--- config.mk ---
export PLATFORM = sky130hd
export DESIGN_NAME = sm3_hash_engine
export DESIGN_NICKNAME = d
export VERILOG_FILES = /design/src/hdl/sm3_pkg.sv /design/src/hdl/sm3_msg_sched.sv /design/src/hdl/sm3_round_core.sv /design/src/hdl/sm3_hash_engine.sv
export SDC_FILE = /design/constraint.sdc
export NUM_CORES = 2
export LEC_CHECK = 0
export BUFFER_PORTS_ARGS = -buffer_cell sky130_fd_sc_hd__buf_2
export CORE_MARGIN = 3
export CORE_UTILIZATION = 64
export CTS_CLUSTER_SIZE = 10
export DETAILED_ROUTE_END_ITERATION = 8
export PLACE_DENSITY = 0.81
export SETUP_SLACK_MARGIN = 0.15
export SLEW_MARGIN = 20
export SYNTH_ARGS = -nofsm -noshare
export SYNTH_HDL_FRONTEND = slang
export SYNTH_SLANG_ARGS = --single-unit
--- constraint.sdc ---
create_clock -name aclk -period 19.8 [get_ports aclk]
set_clock_uncertainty 0.1 [all_clocks]
set_input_delay 1.98 -clock aclk [delete_from_list [all_inputs] [get_ports aclk]]
set_output_delay 1.98 -clock aclk [all_outputs]
set_load 0.01 [all_outputs]
--- src/hdl/sm3_pkg.sv ---
`default_nettype none
package sm3_pkg;

    localparam int WordW = 32;
    localparam int NumRounds = 64;
    localparam int BlockWords = 16;

    typedef logic [WordW-1:0] word_t;
    typedef logic [0:7][WordW-1:0] reg8_t;
    typedef logic [0:BlockWords-1][WordW-1:0] win_t;

    localparam reg8_t SM3_IV = {
        32'h7380166f, 32'h4914b2b9, 32'h172442d7, 32'hda8a0600,
        32'ha96f30bc, 32'h163138aa, 32'he38dee4d, 32'hb0fb0e4e
    };
    localparam word_t T_LOW = 32'h79cc4519;
    localparam word_t T_HIGH = 32'h7a879d8a;
    localparam word_t PAD_WORD = 32'h80000000;
    localparam logic [5:0] FULL_BITS = 6'd32;

    typedef enum logic [1:0] {
        ST_IDLE,
        ST_PAD,
        ST_COMP,
        ST_OUT
    } state_t;

    typedef struct packed {
        logic load_wr;
        logic round_en;
        logic fold;
        logic init_cv;
    } core_ctrl_t;

    function automatic word_t rotl(input word_t x, input logic [4:0] k);
        logic [2*WordW-1:0] d;
        d = {x, x} << k;
        return d[2*WordW-1:WordW];
    endfunction

    function automatic word_t perm0(input word_t x);
        return x ^ rotl(x, 5'd9) ^ rotl(x, 5'd17);
    endfunction

    function automatic word_t perm1(input word_t x);
        return x ^ rotl(x, 5'd15) ^ rotl(x, 5'd23);
    endfunction

    function automatic word_t round_const(input logic [5:0] j);
        word_t t;
        t = (j < 6'd16) ? T_LOW : T_HIGH;
        return rotl(t, j[4:0]);
    endfunction

endpackage
`default_nettype wire

--- src/hdl/sm3_msg_sched.sv ---
`default_nettype none
module sm3_msg_sched (
    input  wire logic           aclk,
    input  wire logic           push,
    input  wire sm3_pkg::word_t push_word,
    input  wire logic           advance,
    output sm3_pkg::word_t      w_j,
    output sm3_pkg::word_t      wp_j
);

    sm3_pkg::win_t  win_reg;
    sm3_pkg::win_t  win_next;
    sm3_pkg::word_t expand_word;

    assign expand_word = sm3_pkg::perm1(win_reg[0] ^ win_reg[7]
                                        ^ sm3_pkg::rotl(win_reg[13], 5'd15))
                       ^ sm3_pkg::rotl(win_reg[3], 5'd7) ^ win_reg[10];

    assign w_j  = win_reg[0];
    assign wp_j = win_reg[0] ^ win_reg[4];

    always_comb begin
        win_next = win_reg;
        if (push || advance) begin
            for (int i = 0; i < sm3_pkg::BlockWords - 1; i++) begin
                win_next[i] = win_reg[i+1];
            end
            win_next[sm3_pkg::BlockWords-1] = push ? push_word : expand_word;
        end
    end

    always_ff @(posedge aclk) begin
        win_reg <= win_next;
    end

endmodule
`default_nettype wire

--- src/hdl/sm3_round_core.sv ---
`default_nettype none
module sm3_round_core (
    input  wire logic                aclk,
    input  wire logic                aresetn,
    input  wire sm3_pkg::core_ctrl_t ctrl,
    input  wire logic [5:0]          round_idx,
    input  wire sm3_pkg::word_t      w_j,
    input  wire sm3_pkg::word_t      wp_j,
    output sm3_pkg::reg8_t           cv
);

    sm3_pkg::reg8_t cv_reg, cv_next;
    sm3_pkg::reg8_t wr_reg, wr_next;
    sm3_pkg::reg8_t rnd;
    sm3_pkg::word_t a12, ss1, ss2, ff, gg, tt1, tt2;
    logic           early;

    assign early = (round_idx < 6'd16);
    assign a12   = sm3_pkg::rotl(wr_reg[0], 5'd12);
    assign ss1   = sm3_pkg::rotl(a12 + wr_reg[4] + sm3_pkg::round_const(round_idx), 5'd7);
    assign ss2   = ss1 ^ a12;
    assign ff    = early ? (wr_reg[0] ^ wr_reg[1] ^ wr_reg[2])
                         : ((wr_reg[0] & wr_reg[1]) | (wr_reg[0] & wr_reg[2])
                            | (wr_reg[1] & wr_reg[2]));
    assign gg    = early ? (wr_reg[4] ^ wr_reg[5] ^ wr_reg[6])
                         : ((wr_reg[4] & wr_reg[5]) | (~wr_reg[4] & wr_reg[6]));
    assign tt1   = ff + wr_reg[3] + ss2 + wp_j;
    assign tt2   = gg + wr_reg[7] + ss1 + w_j;

    always_comb begin
        rnd[0] = tt1;
        rnd[1] = wr_reg[0];
        rnd[2] = sm3_pkg::rotl(wr_reg[1], 5'd9);
        rnd[3] = wr_reg[2];
        rnd[4] = sm3_pkg::perm0(tt2);
        rnd[5] = wr_reg[4];
        rnd[6] = sm3_pkg::rotl(wr_reg[5], 5'd19);
        rnd[7] = wr_reg[6];
    end

    always_comb begin
        wr_next = wr_reg;
        if (ctrl.load_wr) begin
            wr_next = cv_reg;
        end else if (ctrl.round_en) begin
            wr_next = rnd;
        end
    end

    always_comb begin
        cv_next = cv_reg;
        if (ctrl.init_cv) begin
            cv_next = sm3_pkg::SM3_IV;
        end else if (ctrl.fold) begin
            cv_next = cv_reg ^ rnd;
        end
    end

    always_ff @(posedge aclk) begin
        if (!aresetn) begin
            cv_reg <= sm3_pkg::SM3_IV;
        end else begin
            cv_reg <= cv_next;
        end
    end

    always_ff @(posedge aclk) begin
        wr_reg <= wr_next;
    end

    assign cv = cv_reg;

endmodule
`default_nettype wire

--- src/hdl/sm3_hash_engine.sv ---
// A non-last beat that fills a block waits for its compression before the next beat is taken;
// other non-last beats do not stall the input. A last beat pads one word per cycle (up to 18 words),
// compresses one or two blocks at one round per cycle, then offers eight digest beats.
// Throughput is bounded by the single shared round unit: s_ready is high only in the idle state.
// Reset (aresetn low, synchronous): chaining value to the SM3 IV, length and counters cleared.
`default_nettype none
module sm3_hash_engine (
    input  wire logic        aclk,
    input  wire logic        aresetn,
    input  wire logic        s_valid,
    output logic             s_ready,
    input  wire logic [31:0] s_msg_word,
    input  wire logic [5:0]  s_valid_bits,
    input  wire logic        s_last_word,
    output logic             m_valid,
    input  wire logic        m_ready,
    output logic [31:0]      m_digest_word,
    output logic             m_last_digest
);

    sm3_pkg::state_t     state_reg, state_next;
    logic [3:0]          pos_reg, pos_next;
    logic [5:0]          round_reg, round_next;
    logic [2:0]          out_idx_reg, out_idx_next;
    logic [63:0]         len_reg, len_next;
    logic                pad_one_reg, pad_one_next;
    logic                pad_active_reg, pad_active_next;
    logic                hi_done_reg, hi_done_next;
    logic                len_done_reg, len_done_next;

    logic                s_beat, m_beat, push;
    sm3_pkg::word_t      push_word, last_word_val, pad_src;
    logic [5:0]          vb_sat;
    sm3_pkg::core_ctrl_t core_ctrl;
    sm3_pkg::word_t      w_j, wp_j;
    sm3_pkg::reg8_t      cv;

    assign s_beat = s_valid && s_ready;
    assign m_beat = m_valid && m_ready;
    assign vb_sat = (s_valid_bits > sm3_pkg::FULL_BITS) ? sm3_pkg::FULL_BITS : s_valid_bits;

    always_comb begin
        if (vb_sat == sm3_pkg::FULL_BITS) begin
            last_word_val = s_msg_word;
        end else begin
            last_word_val = (s_msg_word & ~(32'hffffffff >> vb_sat))
                          | (sm3_pkg::PAD_WORD >> vb_sat);
        end
    end

    always_comb begin
        if (pad_one_reg) begin
            pad_src = sm3_pkg::PAD_WORD;
        end else if (pos_reg == 4'd14) begin
            pad_src = len_reg[63:32];
        end else if (pos_reg == 4'd15 && hi_done_reg) begin
            pad_src = len_reg[31:0];
        end else begin
            pad_src = '0;
        end
    end

    always_comb begin
        state_next = state_reg;
        unique case (state_reg)
            sm3_pkg::ST_IDLE: begin
                if (s_beat) begin
                    if (pos_reg == 4'd15) begin
                        state_next = sm3_pkg::ST_COMP;
                    end else if (s_last_word) begin
                        state_next = sm3_pkg::ST_PAD;
                    end
                end
            end
            sm3_pkg::ST_PAD: begin
                if (pos_reg == 4'd15) begin
                    state_next = sm3_pkg::ST_COMP;
                end
            end
            sm3_pkg::ST_COMP: begin
                if (round_reg == 6'(sm3_pkg::NumRounds - 1)) begin
                    if (len_done_reg) begin
                        state_next = sm3_pkg::ST_OUT;
                    end else if (pad_active_reg) begin
                        state_next = sm3_pkg::ST_PAD;
                    end else begin
                        state_next = sm3_pkg::ST_IDLE;
                    end
                end
            end
            sm3_pkg::ST_OUT: begin
                if (m_beat && out_idx_reg == 3'd7) begin
                    state_next = sm3_pkg::ST_IDLE;
                end
            end
            default: state_next = sm3_pkg::ST_IDLE;
        endcase
    end

    always_comb begin
        s_ready           = (state_reg == sm3_pkg::ST_IDLE);
        m_valid           = (state_reg == sm3_pkg::ST_OUT);
        m_digest_word     = cv[out_idx_reg];
        m_last_digest     = (out_idx_reg == 3'd7);
        push              = s_beat || (state_reg == sm3_pkg::ST_PAD);
        push_word         = (state_reg == sm3_pkg::ST_PAD) ? pad_src
                          : (s_last_word ? last_word_val : s_msg_word);
        core_ctrl.load_wr  = push && (pos_reg == 4'd15);
        core_ctrl.round_en = (state_reg == sm3_pkg::ST_COMP);
        core_ctrl.fold     = (state_reg == sm3_pkg::ST_COMP)
                           && (round_reg == 6'(sm3_pkg::NumRounds - 1));
        core_ctrl.init_cv  = m_beat && (out_idx_reg == 3'd7);
    end

    always_comb begin
        pos_next        = pos_reg;
        round_next      = round_reg;
        out_idx_next    = out_idx_reg;
        len_next        = len_reg;
        pad_one_next    = pad_one_reg;
        pad_active_next = pad_active_reg;
        hi_done_next    = hi_done_reg;
        len_done_next   = len_done_reg;
        if (push) begin
            pos_next = pos_reg + 4'd1;
        end
        if (s_beat) begin
            len_next = len_reg + (s_last_word ? {58'd0, vb_sat} : 64'd32);
            if (s_last_word) begin
                pad_active_next = 1'b1;
                pad_one_next    = (vb_sat == sm3_pkg::FULL_BITS);
            end
        end
        if (state_reg == sm3_pkg::ST_PAD) begin
            if (pad_one_reg) begin
                pad_one_next = 1'b0;
            end else if (pos_reg == 4'd14) begin
                hi_done_next = 1'b1;
            end else if (pos_reg == 4'd15 && hi_done_reg) begin
                len_done_next = 1'b1;
            end
        end
        if (state_reg == sm3_pkg::ST_COMP) begin
            round_next = round_reg + 6'd1;
        end
        if (m_beat) begin
            out_idx_next = out_idx_reg + 3'd1;
            if (out_idx_reg == 3'd7) begin
                len_next        = '0;
                pos_next        = '0;
                pad_active_next = 1'b0;
                hi_done_next    = 1'b0;
                len_done_next   = 1'b0;
            end
        end
    end

    always_ff @(posedge aclk) begin
        if (!aresetn) begin
            state_reg      <= sm3_pkg::ST_IDLE;
            pos_reg        <= '0;
            round_reg      <= '0;
            out_idx_reg    <= '0;
            len_reg        <= '0;
            pad_one_reg    <= 1'b0;
            pad_active_reg <= 1'b0;
            hi_done_reg    <= 1'b0;
            len_done_reg   <= 1'b0;
        end else begin
            state_reg      <= state_next;
            pos_reg        <= pos_next;
            round_reg      <= round_next;
            out_idx_reg    <= out_idx_next;
            len_reg        <= len_next;
            pad_one_reg    <= pad_one_next;
            pad_active_reg <= pad_active_next;
            hi_done_reg    <= hi_done_next;
            len_done_reg   <= len_done_next;
        end
    end

    sm3_msg_sched u_sched (
        .aclk      (aclk),
        .push      (push),
        .push_word (push_word),
        .advance   (core_ctrl.round_en),
        .w_j       (w_j),
        .wp_j      (wp_j)
    );

    sm3_round_core u_core (
        .aclk      (aclk),
        .aresetn   (aresetn),
        .ctrl      (core_ctrl),
        .round_idx (round_reg),
        .w_j       (w_j),
        .wp_j      (wp_j),
        .cv        (cv)
    );

endmodule
`default_nettype wire

* Yosys cells after proc, flatten, opt, wreduce, memory -nomap -nowiden
Index checks and enable logic that the tools add are counted.
** Storage, ports and cells
- Register bits :: 1107
- Bits of input ports :: 43
- Output and inout port bits :: 35
- Logic and storage cells :: 164
** Operators by class
- Add/subtract/negate cells :: 12
- $lt $le $gt $ge :: 3
- Eq/ne operators :: 13
- Shift operators :: 3
- Mux-type cells :: 51
- Bitwise gates (word level) :: 29
- Reductions and logical operators :: 12
** Operators by type and width (number)
- two-way mux 256 bit :: 2
- bitwise XOR 32 bit :: 14
- two-way mux 32 bit :: 11
- adder 32 bit :: 8
- bitwise XOR 256 bit :: 1
- AND 32 bit :: 6
- two-way mux 64 bit :: 3
- OR 32 bit :: 4
- binary-select mux 32 bit (select 3 bit) :: 1
- adder 64 x 6 -> 64 bit :: 1
- inverter 32 bit :: 2
- left shift 64 x 5 -> 64 bit :: 1
- >> shifter 32 x 6 -> 32 bit (first input constant) :: 2
- two-way mux 26 bit :: 1
- two-way mux 1 bit :: 20
- two-way mux 2 bit :: 7
- equality test 6 bit (second input constant) :: 2
- two-way mux 4 bit :: 3
- two-way mux 6 bit :: 2
- equality test 4 bit (second input constant) :: 2
- case mux 2 bit (4 select lines) :: 1
- adder 6 x 1 -> 6 bit (second input constant) :: 1
- > comparator 6 bit (second input constant) :: 1
- logical AND 1 bit :: 6
- other kinds (17) :: 21

* Logic depth before layout (Yosys ltp)
- Depth in word-level cells :: 11
- Gate-level depth with buffers :: 45
- Depth with buffers taken out :: 39

* Cells and area by module
A second synthesis with hierarchy kept.
** Unflattened totals
- Cell total of the unflattened synthesis :: 5206
- Area total of the unflattened synthesis :: 59668.5 µm²
** Modules (own cells, without submodules)
- sm3_round_core :: instances 1, cells an instance 3562, area each 34204.1 µm², sequential area each 12812.3 µm²
- sm3_msg_sched :: instances 1, cells an instance 808, area each 18071.1 µm², sequential area each 15374.7 µm²
- sm3_hash_engine :: instances 1, cells an instance 836, area each 7393.3 µm², sequential area each 1661.6 µm²

* Least setup slack after synthesis
OpenSTA, ideal clock, no wires.
- Path kind :: input-to-reg
- Start :: in s_valid
- End :: reg u_sched.win_reg (netlist bit u_sched.w_j[0]) (enable)
- Setup time :: 3684 ps
- Arrival :: 11251 ps
- Data required time :: 16016 ps
- Slack :: 4765 ps
- Stages :: 6
- Buffers on the path :: 3
- Path through :: nor2_1 > or2_2 > clkbuf_1 > clkbuf_1 > clkbuf_1 > nand2_1
** On the way
- Longest elaborated chain between the ends :: 3
** RTL lines
- start: declaration :: line sm3_hash_engine.sv:10 : input wire logic s_valid,
- logical AND 1 bit :: line sm3_hash_engine.sv:38 : assign s_beat = s_valid && s_ready;
- logical OR 1 bit :: line sm3_hash_engine.sv:105 : push = s_beat || (state_reg == sm3_pkg::ST_PAD);
- logical OR 1 bit :: line sm3_msg_sched.sv:24 : if (push || advance) begin
- end signal: assignment :: line sm3_msg_sched.sv:33 : win_reg <= win_next;
- end: declaration :: line sm3_msg_sched.sv:11 : sm3_pkg::win_t win_reg;
No other way between the ends.
A chain may end at the register's enable or synchronous reset.

* Final worst setup path
- Start :: reg round_reg[4]
- End :: reg u_core.cv_reg (netlist bit u_core.cv[102])
** On the way
- Longest elaborated chain between the ends :: 9
- Elaborated cells on any way between the ends :: 13
- Classes of those cells :: add/sub (4); order compare (1); eq/ne (1); shift (1); mux (2); bitwise (3); reduce/logical (1)
** RTL lines
- start: declaration :: line sm3_hash_engine.sv:23 : logic [5:0] round_reg, round_next;
- start signal: assignment :: line sm3_hash_engine.sv:172 : round_reg <= round_next;
- less-than comparator 6 x 5 -> 1 bit :: line sm3_pkg.sv:51, sm3_round_core.sv:18
- two-way mux 26 bit :: line sm3_pkg.sv:51 : t = (j < 6'd16) ? T_LOW : T_HIGH;
- left shift 64 x 5 -> 64 bit :: line sm3_pkg.sv:37 : d = {x, x} << k;
- adder 32 bit :: line sm3_round_core.sv:20 : assign ss1 = sm3_pkg::rotl(a12 + wr_reg[4] + sm3_pkg::round_const(round_idx), 5'd7);
- adder 32 bit (2 in a row) :: line sm3_round_core.sv:28 : assign tt2 = gg + wr_reg[7] + ss1 + w_j;
- bitwise XOR 32 bit (2 in a row) :: line sm3_pkg.sv:42 : return x ^ rotl(x, 5'd9) ^ rotl(x, 5'd17);
- bitwise XOR 256 bit :: line sm3_round_core.sv:55 : cv_next = cv_reg ^ rnd;
- end signal: assignment :: line sm3_round_core.sv:61 : cv_reg <= sm3_pkg::SM3_IV;
- end signal: assignment :: line sm3_round_core.sv:63 : cv_reg <= cv_next;
- end: declaration :: line sm3_round_core.sv:12 : sm3_pkg::reg8_t cv_reg, cv_next;
Several ways; a longest one is shown, not always the timed one.

==> impl_metrics.yaml <==
outcome:
  status: "finished, final reports clean"
worst_setup_path:
  reg2regPathDepth: 36
  slowest_stage: "dfxtp_2"
  cp.depth: 36
  start_kind: "register"
  cpPeakStageDelay_ns: 0.93
  cpLargestDelayFamily: "compound AO/OA/AOI/OAI gates"
  crit_fanout: 64
  path_class: "register to register"
  critPathArrivalTime_ns: 11.93
  endpoint_kind: "register"
  required_ns: 20.28
  crit_buf_inv: 3
  worst_path_most_repeated_cell: "fa_1"
drt:
  wl_per_cell_um: 29.38
  antenna_left: 0
  drt_iter0_markers: 5723
  route.detailed.drc: 0
  wl_mm: 194.9
  vias_per_cell: 6.410
  first_pass_iters: 6
  vias: 42530
die:
  num_rows: 109
  die_w_um: 307.0
  die_h_um: 307.0
  core_um2: 89060
  start_util: 0.6512
  fp.dieArea_um2: 94270
  io_pins: 78
synthesis:
  yosys-top-cells-count: "906 x nand2_1, 768 x edfxtp_1, 389 x o21ai_0"
  yosysSeqAreaShare: 0.5147
  yosys_warnings: 0
  syn-num-nets: 5702
  syn_area_per_cell_um2: 10.82
  synthFlopType: "edfxtp_1"
  synth-seq-cells: 1107
  synth_top_cell_by_area: "edfxtp_1"
  netlist_area_um2: 58000
  async_flop_share: 0
  yosysTopAreaCellShare: 0.3976
  yosysMostFrequentCell: "nand2_1"
  synth-edff-count: 768
  synth.distinct_cells: 89
  syn_inst: 5362
  synthTopCellsByArea: "edfxtp_1 40%, dfxtp_1 12%, fa_1 6.5%"
finish:
  num-nets-final: 5718
  multi_input_area_um2: 26010
  fillers: 5973
  utilization: 0.7112
  drive_above_1_share: 0.08211
  seqCellArea_um2: 29860
  fin_area_um2: 63340
  area_growth_pct: 9.214
  largest_reg_flops: 480
cts:
  clk_path_buf_depth: 3
  cts_made_buffers: 132
  cts_setup_buffers: 0
  cts_hold_buf: 0
  path_clk_slew_ns: 0.06
  worstSkewPairLatency_ns: 0.77
  root_buffer: "clkbuf_16"
  htree_levels: 4
  cts.sinks: 1107
  cts_tree: "built"
  cts_resized: 0
grt:
  track_usage: 0.4147
  grt_overflow: 0
  antenna_found_initial: 9
  grt_max_degree: 105
  grt_pass1_wl_mm: 281.2
  first_global_vias: 41330
sta:
  worst_slew_pin_slew_ns: 1.220
  slew_headroom: 0.1808
  clock.fmax_mhz: 87.37
  setup_viol: 0
  fin_crit_ns: 11.45
  drv_slew: 0
  period_share: 0.5781
  rsz0062_at_grt: "false"
  timing_hold_violations_final: 0
  fin_tns_setup_ns: 0
hold_path:
  hold_class: "register to register"
  whs_path_depth: 0
placement:
  gp_congestion: 1.012
  placed_cell_area_um2: 59340
  dp_hpwl_mm: 138.9
  io_buffers: 77
run:
  cap_violations: 0
pwr:
  leakage_nw: 24.46
  peakVddDrop_mv: 0.1187
  power.density_nw_per_um2: 103.5
worst paths after layout:
check,endpoint,slack (ns),start
min reg2reg,u_sched.w_j[22],0.31,u_sched.win_reg[470]
max,u_core.cv[102],8.35,round_reg[4]
max reg2reg,u_core.cv[102],8.35,round_reg[4]
min,u_sched.w_j[22],0.31,u_sched.win_reg[470]
routing by layer:
layer	share of wire	global-route usage	up-vias	routed length, um
met4	0.092	0.3146	6	17970
met1	0.35	0.4975	20780	68050
met3	0.097	0.09552	618	18920
li1	-	-	18510	-
met2	0.46	0.6564	2615	89970
met5	0.00018	0	-	36
through the flow:
step / hold slack (ns) / power [W] / cells / setup slack (ns)
after CTS: 0.3073 / 0.006535 / 6633 / 8.462
after detailed placement: 0.3045 / 0.004228 / 6409 / 8.527
after global placement: 0.3004 / 0.004195 / 6409 / 8.716
after global routing: 0.3165 / 0.006738 / 6633 / 7.692
after floorplan: 0.3003 / 0.003794 / 5362 / 4.765
final: 0.3101 / 0.006556 / 6636 / 8.354
area by class of cell:
class	instances	share of cell area
inverter	334	0.01983
tap	1165	0.02301
sequential	1107	0.4714
timing repair buffer	126	0.01189
clock buffer	203	0.05685
multi-input combinational	3677	0.4107
clock inverter	21	0.006203
antenna	3	0.0001185
power by group:
group,switching [W],internal [W]
clock network,0.00100,0.00129
logic,0.000899,0.000493
registers,0.000114,0.00275
total,0.00202,0.00454
worst register-to-register path, delay by kind of cell, from the launching register on:
kind / cells / cell delay, ns
mux: 3 / 0.62
fa+ha+maj: 7 / 2.90
xor+xnor: 3 / 1.04
buf+inv: 3 / 0.93
flops: 1 / 0.93
simple gates: 6 / 0.86
compound gates: 14 / 3.87
logic make-up (layout without fill, tap and decap cells):
family / after synthesis / in the layout / share of synthesized area
flip-flops: 1107 / 1107 / 0.5147
buffers and inverters: 578 / 684 / 0.03793
XOR/XNOR: 610 / 610 / 0.09395
multiplexers: 182 / 182 / 0.04634
AND/OR/NAND/NOR: 1629 / 1629 / 0.1215
other: 0 / 3 / 0
AO/OA/AOI/OAI: 959 / 959 / 0.09710
adder cells (fa/ha/maj): 297 / 297 / 0.08854
layout by cell type, fill, tap and decap left out, types with 29 or more instances in the layout:
cell       count
nand2_1      904
edfxtp_1     768
o21ai_0      388
xnor2_1      336
dfxtp_1      335
inv_1        332
nor2_1       323
a21oi_1      291
xor2_1       266
fa_1         189
clkbuf_16    133
and3_1       112
ha_1         108
buf_2         77
clkbuf_1      69
mux2i_1       66
nand3_1       66
mux4_2        64
or3_1         62
a21o_1        54
mux2_2        52
buf_4         49
nor3_1        34
a31oi_1       33
nand2b_1      29
Power figures use the tool's default switching activity.
